[config.mk]
export PLATFORM = sky130hd
export DESIGN_NAME = humidity_temp_frame_decoder
export DESIGN_NICKNAME = d
export VERILOG_FILES = /design/src/rtl/htfd_pkg.sv /design/src/rtl/humidity_temp_frame_decoder.sv
export SDC_FILE = /design/constraint.sdc
export NUM_CORES = 1
export LEC_CHECK = 0
export BUFFER_PORTS_ARGS = -buffer_cell sky130_fd_sc_hd__buf_4
export CAP_MARGIN = 20
export CORE_MARGIN = 2
export CORE_UTILIZATION = 45
export CTS_CLUSTER_DIAMETER = 200
export DETAILED_ROUTE_END_ITERATION = 16
export PLACE_DENSITY = 0.64
export SYNTH_ARGS = -nofsm -noshare
export SYNTH_HDL_FRONTEND = slang
export SYNTH_SLANG_ARGS = --single-unit
[constraint.sdc]
create_clock -name aclk -period 7.3 [get_ports aclk]
set_input_delay 1.46 -clock aclk [delete_from_list [all_inputs] [get_ports aclk]]
set_output_delay 1.46 -clock aclk [all_outputs]
set_load 0.02 [all_outputs]
[src/rtl/htfd_pkg.sv]
// ----------------------------------------------------------------------------
// htfd_pkg
// Shared constants and the CRC-8 byte update of the measurement frame decoder.
// ----------------------------------------------------------------------------
package htfd_pkg;

    // CRC-8 with polynomial x^8 + x^5 + x^4 + 1, no reflection, no final XOR.
    localparam logic [7:0] CRC_INIT = 8'hFF;
    localparam logic [7:0] CRC_POLY = 8'h31;

    // Position of the next byte within the six-byte frame.
    typedef logic [2:0] pos_t;
    localparam pos_t POS_TEMP_MSB = 3'd0;
    localparam pos_t POS_TEMP_LSB = 3'd1;
    localparam pos_t POS_TEMP_CRC = 3'd2;
    localparam pos_t POS_HUM_MSB  = 3'd3;
    localparam pos_t POS_HUM_LSB  = 3'd4;
    localparam pos_t POS_HUM_CRC  = 3'd5;

    // Scale factors and offsets of the conversions, in hundredths.
    // The temperature product 17500 * 65535 needs the full 31 bits.
    localparam int PROD_W = 31;
    localparam logic [14:0] TEMP_SCALE  = 15'd17500;
    localparam logic [14:0] HUM_SCALE   = 15'd12500;
    localparam logic [15:0] TEMP_OFFSET = 16'd4500;
    localparam logic [14:0] HUM_OFFSET  = 15'd600;
    localparam logic [13:0] HUM_MAX     = 14'd10000;

    typedef logic [PROD_W-1:0] prod_t;

    // One byte through the CRC register, eight shift steps.
    function automatic logic [7:0] crc8_byte(input logic [7:0] crc, input logic [7:0] data);
        logic [7:0] c;
        c = crc ^ data;
        for (int i = 0; i < 8; i++) begin
            if (c[7]) begin
                c = {c[6:0], 1'b0} ^ CRC_POLY;
            end else begin
                c = {c[6:0], 1'b0};
            end
        end
        return c;
    endfunction

    // floor(x / 65535), exact for x below 32768 * 65535, as the quotient has 15 bits.
    function automatic logic [14:0] div65535(input prod_t x);
        logic [PROD_W:0] s;
        s = {1'b0, x} + {17'd0, x[PROD_W-1:16]} + {{PROD_W{1'b0}}, 1'b1};
        return s[30:16];
    endfunction

endpackage

[src/rtl/humidity_temp_frame_decoder.sv]
// ----------------------------------------------------------------------------
// humidity_temp_frame_decoder
// Six-byte measurement frame decoder with CRC-8 word checks and conversion.
// ----------------------------------------------------------------------------
// A result reaches the master side from the sixth byte of a frame through the
// frame stage, the product stage and the output register.
// Throughput: one byte per cycle while s_tready is high; the rate is set by the
// CRC update of the frame register, every later stage being a plain pipeline.
// Reset (aresetn low, synchronous): byte position 0, CRC 0xFF, raw words and
// flags cleared, all pipeline stages empty.
// ----------------------------------------------------------------------------
module humidity_temp_frame_decoder (
    input  logic        aclk,
    input  logic        aresetn,
    // Input channel.
    input  logic        s_tvalid,
    output logic        s_tready,
    input  logic [7:0]  s_tdata,   // [7:0] rx_byte
    input  logic [0:0]  s_tuser,   // [0] frame_start
    // Result channel.
    output logic        m_tvalid,
    input  logic        m_tready,
    output logic [31:0] m_tdata,   // [14:0] temperature_centi, [28:15] humidity_centi,
                                   // [31:29] zero
    output logic [1:0]  m_tuser    // [0] temp_crc_ok, [1] hum_crc_ok
);
    import htfd_pkg::*;

    // ------------------------------------------------------------------------
    // Frame state. These registers take each transferred byte directly: the
    // byte position, the running CRC of the current word and the raw words.
    // ------------------------------------------------------------------------
    pos_t        pos_reg, pos_next;
    logic [7:0]  crc_reg, crc_next;
    logic [15:0] traw_reg, traw_next;
    logic [15:0] hraw_reg, hraw_next;
    logic        tok_reg, tok_next;

    // Stage 1: a completed frame, its raw words and its two CRC verdicts.
    logic        p1_valid_reg;
    logic [15:0] p1_traw_reg;
    logic [15:0] p1_hraw_reg;
    logic        p1_tok_reg;
    logic        p1_hok_reg;

    // Stage 2: the two scaled products.
    logic        p2_valid_reg;
    prod_t       p2_tprod_reg;
    prod_t       p2_hprod_reg;
    logic        p2_tok_reg;
    logic        p2_hok_reg;

    // Output register.
    logic        out_valid_reg;
    logic [14:0] out_temp_reg, out_temp_next;
    logic [13:0] out_hum_reg, out_hum_next;
    logic        out_tok_reg;
    logic        out_hok_reg;

    logic        out_ready, p2_ready, p1_ready;
    logic        s_xfer;
    pos_t        pos_eff;
    logic [7:0]  crc_eff;
    logic [7:0]  crc_upd;
    logic        frame_done;
    logic [14:0] tq, hq;
    logic [15:0] temp_wide;

    // Each stage may load when it is empty or its contents move on in the
    // same cycle, so bubbles close up while the output register is held.
    assign out_ready = !out_valid_reg || m_tready;
    assign p2_ready  = !p2_valid_reg || out_ready;
    assign p1_ready  = !p1_valid_reg || p2_ready;
    assign s_tready  = p1_ready;
    assign s_xfer    = s_tvalid && s_tready;

    // A start flag drops any partial frame before the byte is taken as byte 0.
    assign pos_eff = s_tuser[0] ? POS_TEMP_MSB : pos_reg;
    assign crc_eff = s_tuser[0] ? CRC_INIT : crc_reg;
    assign crc_upd = crc8_byte(crc_eff, s_tdata);
    assign frame_done = s_xfer && (pos_eff == POS_HUM_CRC);

    always_comb begin
        pos_next  = pos_reg;
        crc_next  = crc_reg;
        traw_next = traw_reg;
        hraw_next = hraw_reg;
        tok_next  = tok_reg;
        if (s_xfer) begin
            unique case (pos_eff)
                POS_TEMP_MSB: begin
                    traw_next = {s_tdata, traw_reg[7:0]};
                    crc_next  = crc_upd;
                    pos_next  = POS_TEMP_LSB;
                end
                POS_TEMP_LSB: begin
                    traw_next = {traw_reg[15:8], s_tdata};
                    crc_next  = crc_upd;
                    pos_next  = POS_TEMP_CRC;
                end
                POS_TEMP_CRC: begin
                    tok_next = (crc_eff == s_tdata);
                    crc_next = CRC_INIT;
                    pos_next = POS_HUM_MSB;
                end
                POS_HUM_MSB: begin
                    hraw_next = {s_tdata, hraw_reg[7:0]};
                    crc_next  = crc_upd;
                    pos_next  = POS_HUM_LSB;
                end
                POS_HUM_LSB: begin
                    hraw_next = {hraw_reg[15:8], s_tdata};
                    crc_next  = crc_upd;
                    pos_next  = POS_HUM_CRC;
                end
                default: begin
                    // Humidity CRC byte ends the frame; the position wraps.
                    crc_next = CRC_INIT;
                    pos_next = POS_TEMP_MSB;
                end
            endcase
        end
    end

    always_ff @(posedge aclk) begin
        if (!aresetn) begin
            pos_reg  <= POS_TEMP_MSB;
            crc_reg  <= CRC_INIT;
            traw_reg <= '0;
            hraw_reg <= '0;
            tok_reg  <= 1'b0;
        end else begin
            pos_reg  <= pos_next;
            crc_reg  <= crc_next;
            traw_reg <= traw_next;
            hraw_reg <= hraw_next;
            tok_reg  <= tok_next;
        end
    end

    // ------------------------------------------------------------------------
    // Stage 1. The humidity word is already complete when its CRC byte
    // arrives, so the frame is captured from the state registers.
    // ------------------------------------------------------------------------
    always_ff @(posedge aclk) begin
        if (!aresetn) begin
            p1_valid_reg <= 1'b0;
        end else if (p1_ready) begin
            p1_valid_reg <= frame_done;
        end
    end

    always_ff @(posedge aclk) begin
        if (frame_done) begin
            p1_traw_reg <= traw_reg;
            p1_hraw_reg <= hraw_reg;
            p1_tok_reg  <= tok_reg;
            p1_hok_reg  <= (crc_reg == s_tdata);
        end
    end

    // ------------------------------------------------------------------------
    // Stage 2. One multiplier per quantity, registered before the division.
    // ------------------------------------------------------------------------
    always_ff @(posedge aclk) begin
        if (!aresetn) begin
            p2_valid_reg <= 1'b0;
        end else if (p2_ready) begin
            p2_valid_reg <= p1_valid_reg;
        end
    end

    always_ff @(posedge aclk) begin
        if (p2_ready && p1_valid_reg) begin
            p2_tprod_reg <= PROD_W'(p1_traw_reg * TEMP_SCALE);
            p2_hprod_reg <= PROD_W'(p1_hraw_reg * HUM_SCALE);
            p2_tok_reg   <= p1_tok_reg;
            p2_hok_reg   <= p1_hok_reg;
        end
    end

    // ------------------------------------------------------------------------
    // Output stage. Division by 65535 is an add of the product and its upper
    // half with a shift; then the offsets are applied and humidity clamped.
    // ------------------------------------------------------------------------
    assign tq        = div65535(p2_tprod_reg);
    assign hq        = div65535(p2_hprod_reg);
    assign temp_wide = {1'b0, tq} - TEMP_OFFSET;
    assign out_temp_next = temp_wide[14:0];

    always_comb begin
        priority if (hq < HUM_OFFSET) begin
            out_hum_next = '0;
        end else if ((hq - HUM_OFFSET) > {1'b0, HUM_MAX}) begin
            out_hum_next = HUM_MAX;
        end else begin
            out_hum_next = 14'(hq - HUM_OFFSET);
        end
    end

    always_ff @(posedge aclk) begin
        if (!aresetn) begin
            out_valid_reg <= 1'b0;
        end else if (out_ready) begin
            out_valid_reg <= p2_valid_reg;
        end
    end

    always_ff @(posedge aclk) begin
        if (out_ready && p2_valid_reg) begin
            out_temp_reg <= out_temp_next;
            out_hum_reg  <= out_hum_next;
            out_tok_reg  <= p2_tok_reg;
            out_hok_reg  <= p2_hok_reg;
        end
    end

    assign m_tvalid = out_valid_reg;
    assign m_tdata  = {3'b000, out_hum_reg, out_temp_reg};
    assign m_tuser  = {out_hok_reg, out_tok_reg};

    // ------------------------------------------------------------------------
    // Assertions.
    // ------------------------------------------------------------------------
    // The byte position never leaves the six-byte frame.
    a_pos_range: assert property (@(posedge aclk) disable iff (!aresetn)
        pos_reg <= POS_HUM_CRC)
        else $error("byte position beyond the frame");

    // Each word's CRC starts from its initial value.
    a_crc_init: assert property (@(posedge aclk) disable iff (!aresetn)
        (pos_reg == POS_TEMP_MSB || pos_reg == POS_HUM_MSB) |-> crc_reg == CRC_INIT)
        else $error("CRC not at its initial value at the start of a word");

    // The last byte of a frame wraps the position and fills stage 1.
    a_frame_end: assert property (@(posedge aclk) disable iff (!aresetn)
        frame_done |=> (pos_reg == POS_TEMP_MSB) && p1_valid_reg)
        else $error("frame end not taken into the pipeline");

    // Humidity of a valid result is always within its saturated range.
    a_hum_range: assert property (@(posedge aclk) disable iff (!aresetn)
        m_tvalid |-> out_hum_reg <= HUM_MAX)
        else $error("humidity above its upper limit");

endmodule

[Word level (Yosys, flattened, before mapping)]
Index checks and enable logic that the tools add are counted.
Cells by class
  add/subtract/negate cells: 6
  $mul: 2
  $lt $le $gt $ge: 2
  equal/unequal tests: 7
  mux-type cells: 15
  bitwise gates (word level): 13
  reduce and logical (&&, ||, !) cells: 18
Operator list (number)
  16-bit one-hot mux with 2 select lines: 2
  31-bit by 1-bit adder with 31-bit output (second input constant): 2
  6-bit 2-to-1 mux: 8
  30-bit by 14-bit adder with 31-bit output: 1
  31-bit by 15-bit adder with 31-bit output: 1
  16-bit by 13-bit multiplier with 29-bit output (second input constant): 1
  16-bit by 12-bit multiplier with 28-bit output (second input constant): 1
  3-bit inverter: 8
  8-bit equality test: 2
  8-bit 2-to-1 mux: 2
  15-bit by 14-bit greater-than comparator with 1-bit output (second input constant): 1
  15-bit by 10-bit < comparator with 1-bit output (second input constant): 1
  3-bit one-hot mux with 5 select lines: 1
  15-bit by 10-bit subtractor with 15-bit output (second input constant): 1
  15-bit by 13-bit subtractor with 15-bit output (second input constant): 1
  14-bit 2-to-1 mux: 1
  3-bit AND reduction: 4
  8-bit XOR: 1
  3-bit by 2-bit equality test with 1-bit output (second input constant): 2
  3-bit equality test (second input constant): 2
  1-bit logical AND: 4
  1-bit inverter: 4
  4-bit OR reduction: 1
  3-bit by 1-bit equality test with 1-bit output (second input constant): 1
  6 further kinds: 10
Storage, ports and cells
  flip-flop bits (word level): 171

[Depth between registers and ports, before layout]
  word-level depth: 19
  gate-level depth with buffers: 20
  gate-level depth less buffers: 20

[Worst setup path after synthesis]
No wires, ideal clock.
  path type: input-to-reg
  start: in m_tready
  end: reg p2_hok_reg (enable)
  setup time: 0.566 ns
  arrival time: 5.858 ns
  setup slack: 0.876 ns
  stages on the path: 2
  cells stage by stage: nor2b_1 -> a21boi_0
Between the ends
  cells in the longest elaborated chain, start to end: 3
RTL lines
  start, declared: line humidity_temp_frame_decoder.sv:22  | input logic m_tready,
  1-bit logical OR: line humidity_temp_frame_decoder.sv:71  | assign out_ready = !out_valid_reg || m_tready;
  1-bit logical OR: line humidity_temp_frame_decoder.sv:72  | assign p2_ready = !p2_valid_reg || out_ready;
  1-bit logical AND: line humidity_temp_frame_decoder.sv:174  | if (p2_ready && p1_valid_reg) begin
  end signal, assigned: line humidity_temp_frame_decoder.sv:178  | p2_hok_reg <= p1_hok_reg;
  end, declared: line humidity_temp_frame_decoder.sv:51  | logic p2_hok_reg;
Every way passes these cells.
A chain may end at the register's enable or synchronous reset.

[Worst setup path after layout]
  start: reg p1_traw_reg[8]
  end: reg p2_tprod_reg[29] (data pin)
Between the ends
  cells in the longest elaborated chain, start to end: 1
RTL lines
  start, declared: line humidity_temp_frame_decoder.sv:41  | logic [15:0] p1_traw_reg;
  start signal, assigned: line humidity_temp_frame_decoder.sv:155  | p1_traw_reg <= traw_reg;
  16-bit by 13-bit multiplier with 29-bit output: line humidity_temp_frame_decoder.sv:175  | p2_tprod_reg <= PROD_W'(p1_traw_reg * TEMP_SCALE);
  end signal, assigned: line humidity_temp_frame_decoder.sv:175
  end, declared: line humidity_temp_frame_decoder.sv:48  | prod_t p2_tprod_reg;
Every way passes these cells.

==> impl_metrics.env <==
export IMPL_pwr_share_comb=0.069
export IMPL_p_int_uw=1620
export IMPL_synth_cells=1421
export IMPL_clock_skew_ns=0.0116
export IMPL_cp_num_buf_inv=4
export IMPL_timing_fmax_ghz=0.180
export IMPL_post_route_period_util=0.760
export IMPL_switching_share=0.240
export IMPL_yosys_warnings=0
export IMPL_crit_path_start="p1_traw_reg[8]$_DFFE_PP_"
export IMPL_maxSlewHeadroom=0.331
export IMPL_critPathArrivalTime_ns=5.73
export IMPL_worst_slew_pin_slew_ns=1.00
export IMPL_initial_core_util=0.457
export IMPL_worstPathRequired_ns=7.48
export IMPL_cts_sinks=171
export IMPL_ctsHoldBuffers=0
export IMPL_cpMostUsedCell="inv_1"
export IMPL_final_core_util=0.500
export IMPL_vias_per_cell=5.09
export IMPL_cp_top_family="adder cells"
export IMPL_wl_um=27100
export IMPL_area_growth_pct=9.29
export IMPL_grt_start_max_net_pins=60
export IMPL_fin_nets=1785
export IMPL_final_setup_tns_ns=0
export IMPL_cts_tree="done"
export IMPL_drtPass1Iterations=5
export IMPL_hold_path_class="register to register"
export IMPL_p_sw_uw=511
export IMPL_syn_avg_cell_area_sq_um=10.2
export IMPL_finalHoldViolCount=0
export IMPL_irDropWorstVdd_mv=0.155
export IMPL_drc=0
export IMPL_synth_enable_flop_cells=124
export IMPL_final_antenna_net_count=0
export IMPL_synth_seq_cells=171
export IMPL_reg2reg_slack_ns=1.75
export IMPL_numCtsBuffers=17
export IMPL_cts_root_buf="clkbuf_16"
export IMPL_power_leakage_uw=0.00729
export IMPL_die_area_sq_um=33600
export IMPL_post_cts_buffers=0
export IMPL_r2r_end="p2_tprod_reg[29]$_DFFE_PP_"
export IMPL_crit_end="p2_tprod_reg[29]$_DFFE_PP_"
export IMPL_r2r_cells=20
export IMPL_cts_resized=0
export IMPL_timing_final_ws_setup_ns=1.75
export IMPL_cap_violations=0
export IMPL_hpwl_um=22000
export IMPL_dr_first_iter_drc_count=409
export IMPL_routed_via_count=9524
export IMPL_synth_distinct_cells=81
export IMPL_htreeDepth=4
export IMPL_gp_congestion=0.884
export IMPL_antenna_found_initial=0
export IMPL_routedWlPerCell_um=14.5
export IMPL_path_cells="ha_1 -> inv_1 -> fa_1 -> inv_1 -> ha_1 -> inv_1 -> fa_1 -> fa_1 -> inv_1 -> ha_1 -> o21a_1 -> nor2_1 -> nor4_1 -> o21ai_0 -> a31oi_1 -> o21ai_0 -> a21boi_1 -> nor4_1 -> o41ai_1 -> xor2_1"
export IMPL_place_worst_setup_slack_ns=1.76
export IMPL_endpoint_kind="register"
export IMPL_first_global_vias=9242
export IMPL_die_height_um=183
export IMPL_die_width_um=183
export IMPL_synth_area_sq_um=14500
export IMPL_path_depth=20
export IMPL_startpoint_type="register"
export IMPL_status="finished, final reports clean"
export IMPL_antennaDiodeCount=0
export IMPL_slowest_stage="nor4_1"
export IMPL_clock_tree_buffer_depth=2
export IMPL_yosysSeqAreaShare=0.322
export IMPL_synth_flop_cell="edfxtp_1"
export IMPL_slew_violations=0
export IMPL_synth_async_reset_ratio=0
export IMPL_grt_ovfl_total=0
export IMPL_setup_viol=0
export IMPL_p_seq_frac=0.499
export IMPL_insertion_delay_ns=0.44
export IMPL_critPathMaxStageDelay_ns=0.55
export IMPL_p_per_area_nw_per_um2=135
export IMPL_grt_pass1_wl_um=45500
export IMPL_largest_reg_flops=29
export IMPL_r2r_start="p1_traw_reg[8]$_DFFE_PP_"
export IMPL_fp_coreArea_sq_um=31600
export IMPL_power_share_clock=0.432
export IMPL_path_clk_slew_ns=0.07
export IMPL_fin_crit_ns=5.55
export IMPL_fillers=2847
export IMPL_portBuffers=45
export IMPL_critPathKind="register to register"
export IMPL_grtUsageTotal=0.170
export IMPL_drive_above_1_share=0.0796
export IMPL_rows=65
export IMPL_cp_max_fo=6
export IMPL_rsz0062_at_grt="no"
export IMPL_num_io_pins=49
[routing by layer]
metal	routed length [um]	part of all wire	track usage	vias up
li1	-	-	-	4939
met1	14300	0.53	0.243	4448
met2	11800	0.44	0.267	113
met3	622	0.023	0.0284	24
met4	328	0.012	0.0445	0
met5	0	0	0	-
[kinds of logic after synthesis]
| family | share of synthesized area |
|---|---|
| AO/OA/AOI/OAI | 0.107 |
| XOR/XNOR | 0.0587 |
| other | 0.000259 |
| AND/OR/NAND/NOR | 0.106 |
| buffers and inverters | 0.0722 |
| adder cells (fa/ha/maj) | 0.319 |
| flip-flops | 0.322 |
| multiplexers | 0.0142 |
[power by group through the flow]
| stage | logic, uW | clock network [uW] | registers (uW) |
|---|---|---|---|
| 2_1_floorplan | 125 | 0 | 1080 |
| 3_3_place_gp | 145 | 0 | 1080 |
| 3_5_place_dp | 147 | 0 | 1080 |
| 4_1_cts | 148 | 948 | 1060 |
| 5_1_grt | 162 | 985 | 1060 |
| 6_report | 147 | 921 | 1060 |
[layout make-up]
| type | instances | area [sq um] | share of cell area |
|---|---|---|---|
| Multi-Input combinational cell | 980 | 8790 | 0.556 |
| Inverter | 239 | 897 | 0.0567 |
| Tap cell | 402 | 503 | 0.0318 |
| Sequential cell | 171 | 4660 | 0.295 |
| Clock inverter | 14 | 146 | 0.00926 |
| Clock buffer | 18 | 450 | 0.0285 |
| Timing Repair Buffer | 48 | 360 | 0.0228 |
[stage by stage]
step	cells	cell area, sq um	hold WS [ns]	power [uW]
finish	1872	15800	0.424	2130
global route	1872	15800	0.436	2210
CTS	1872	15800	0.426	2160
detailed placement	1840	15200	0.408	1230
global placement	1840	15200	0.405	1230
floorplan	1423	14500	0.400	1210
[cells in the mapped netlist, drive strengths merged, types with 6 or more instances]
master | number | area [sq um]
a211oi | 8 | 70.1
a21o | 18 | 135
a21oi | 74 | 374
a31oi | 7 | 43.8
and2 | 7 | 43.8
and3 | 7 | 43.8
buf | 7 | 48.8
clkbuf | 26 | 98.8
dfxtp | 47 | 941
edfxtp | 124 | 3720
fa | 89 | 1780
ha | 226 | 2830
inv | 239 | 897
mux2i | 19 | 194
nand2 | 76 | 285
nand2b | 11 | 68.8
nand3 | 33 | 170
nand4 | 10 | 62.6
nor2 | 95 | 357
nor2b | 13 | 81.3
nor3 | 22 | 115
o211ai | 7 | 57.6
o21a | 16 | 120
o21ai | 36 | 188
o21bai | 6 | 48.8
o22ai | 12 | 81.3
o31ai | 8 | 73.8
or2 | 12 | 75.1
or3 | 9 | 56.3
xnor2 | 75 | 657
xor2 | 22 | 193
[worst register-to-register path, cell delays in order, from the launching register on]
cell	delay [ns]
edfxtp_1	0.49
ha_1	0.33
inv_1	0.05
fa_1	0.50
inv_1	0.04
ha_1	0.27
inv_1	0.07
fa_1	0.43
fa_1	0.54
inv_1	0.04
ha_1	0.33
o21a_1	0.14
nor2_1	0.05
nor4_1	0.55
o21ai_0	0.27
a31oi_1	0.17
o21ai_0	0.11
a21boi_1	0.26
nor4_1	0.10
o41ai_1	0.42
xor2_1	0.12
[worst min path at each step]
stage | startpoint | end | slack (ns) | depth (start not counted)
after global placement | p1_hok_reg$_DFFE_PP_ | p2_hok_reg$_DFFE_PP_ | 0.40 | 0
after detailed placement | p2_tok_reg$_DFFE_PP_ | out_tok_reg$_DFFE_PP_ | 0.41 | 0
final | p1_hok_reg$_DFFE_PP_ | p2_hok_reg$_DFFE_PP_ | 0.42 | 0
after global routing | hraw_reg[13]$_SDFFE_PN0P_ | p1_hraw_reg[13]$_DFFE_PP_ | 0.44 | 0
after floorplan | p2_hok_reg$_DFFE_PP_ | out_hok_reg$_DFFE_PP_ | 0.40 | 0
after CTS | p1_hok_reg$_DFFE_PP_ | p2_hok_reg$_DFFE_PP_ | 0.43 | 0
[placed cells by master, fill, tap and decap left out, drive strengths merged, types with 6 or more instances in the layout]
cell type  instances
o21a              16
nor2b             13
dfxtp             47
o211ai             7
nand2             76
buf               48
nand4             10
a21oi             74
o21bai             6
o31ai              8
a211oi             8
or3                9
and3               7
nor2              95
nor3              22
fa                89
xnor2             75
o22ai             12
nand3             33
edfxtp           124
a31oi              7
xor2              22
or2               12
and2               7
clkbuf            18
o21ai             36
mux2i             19
inv              247
ha               226
nand2b            11
a21o              18
No activity file was read; power rests on OpenSTA's default activity.
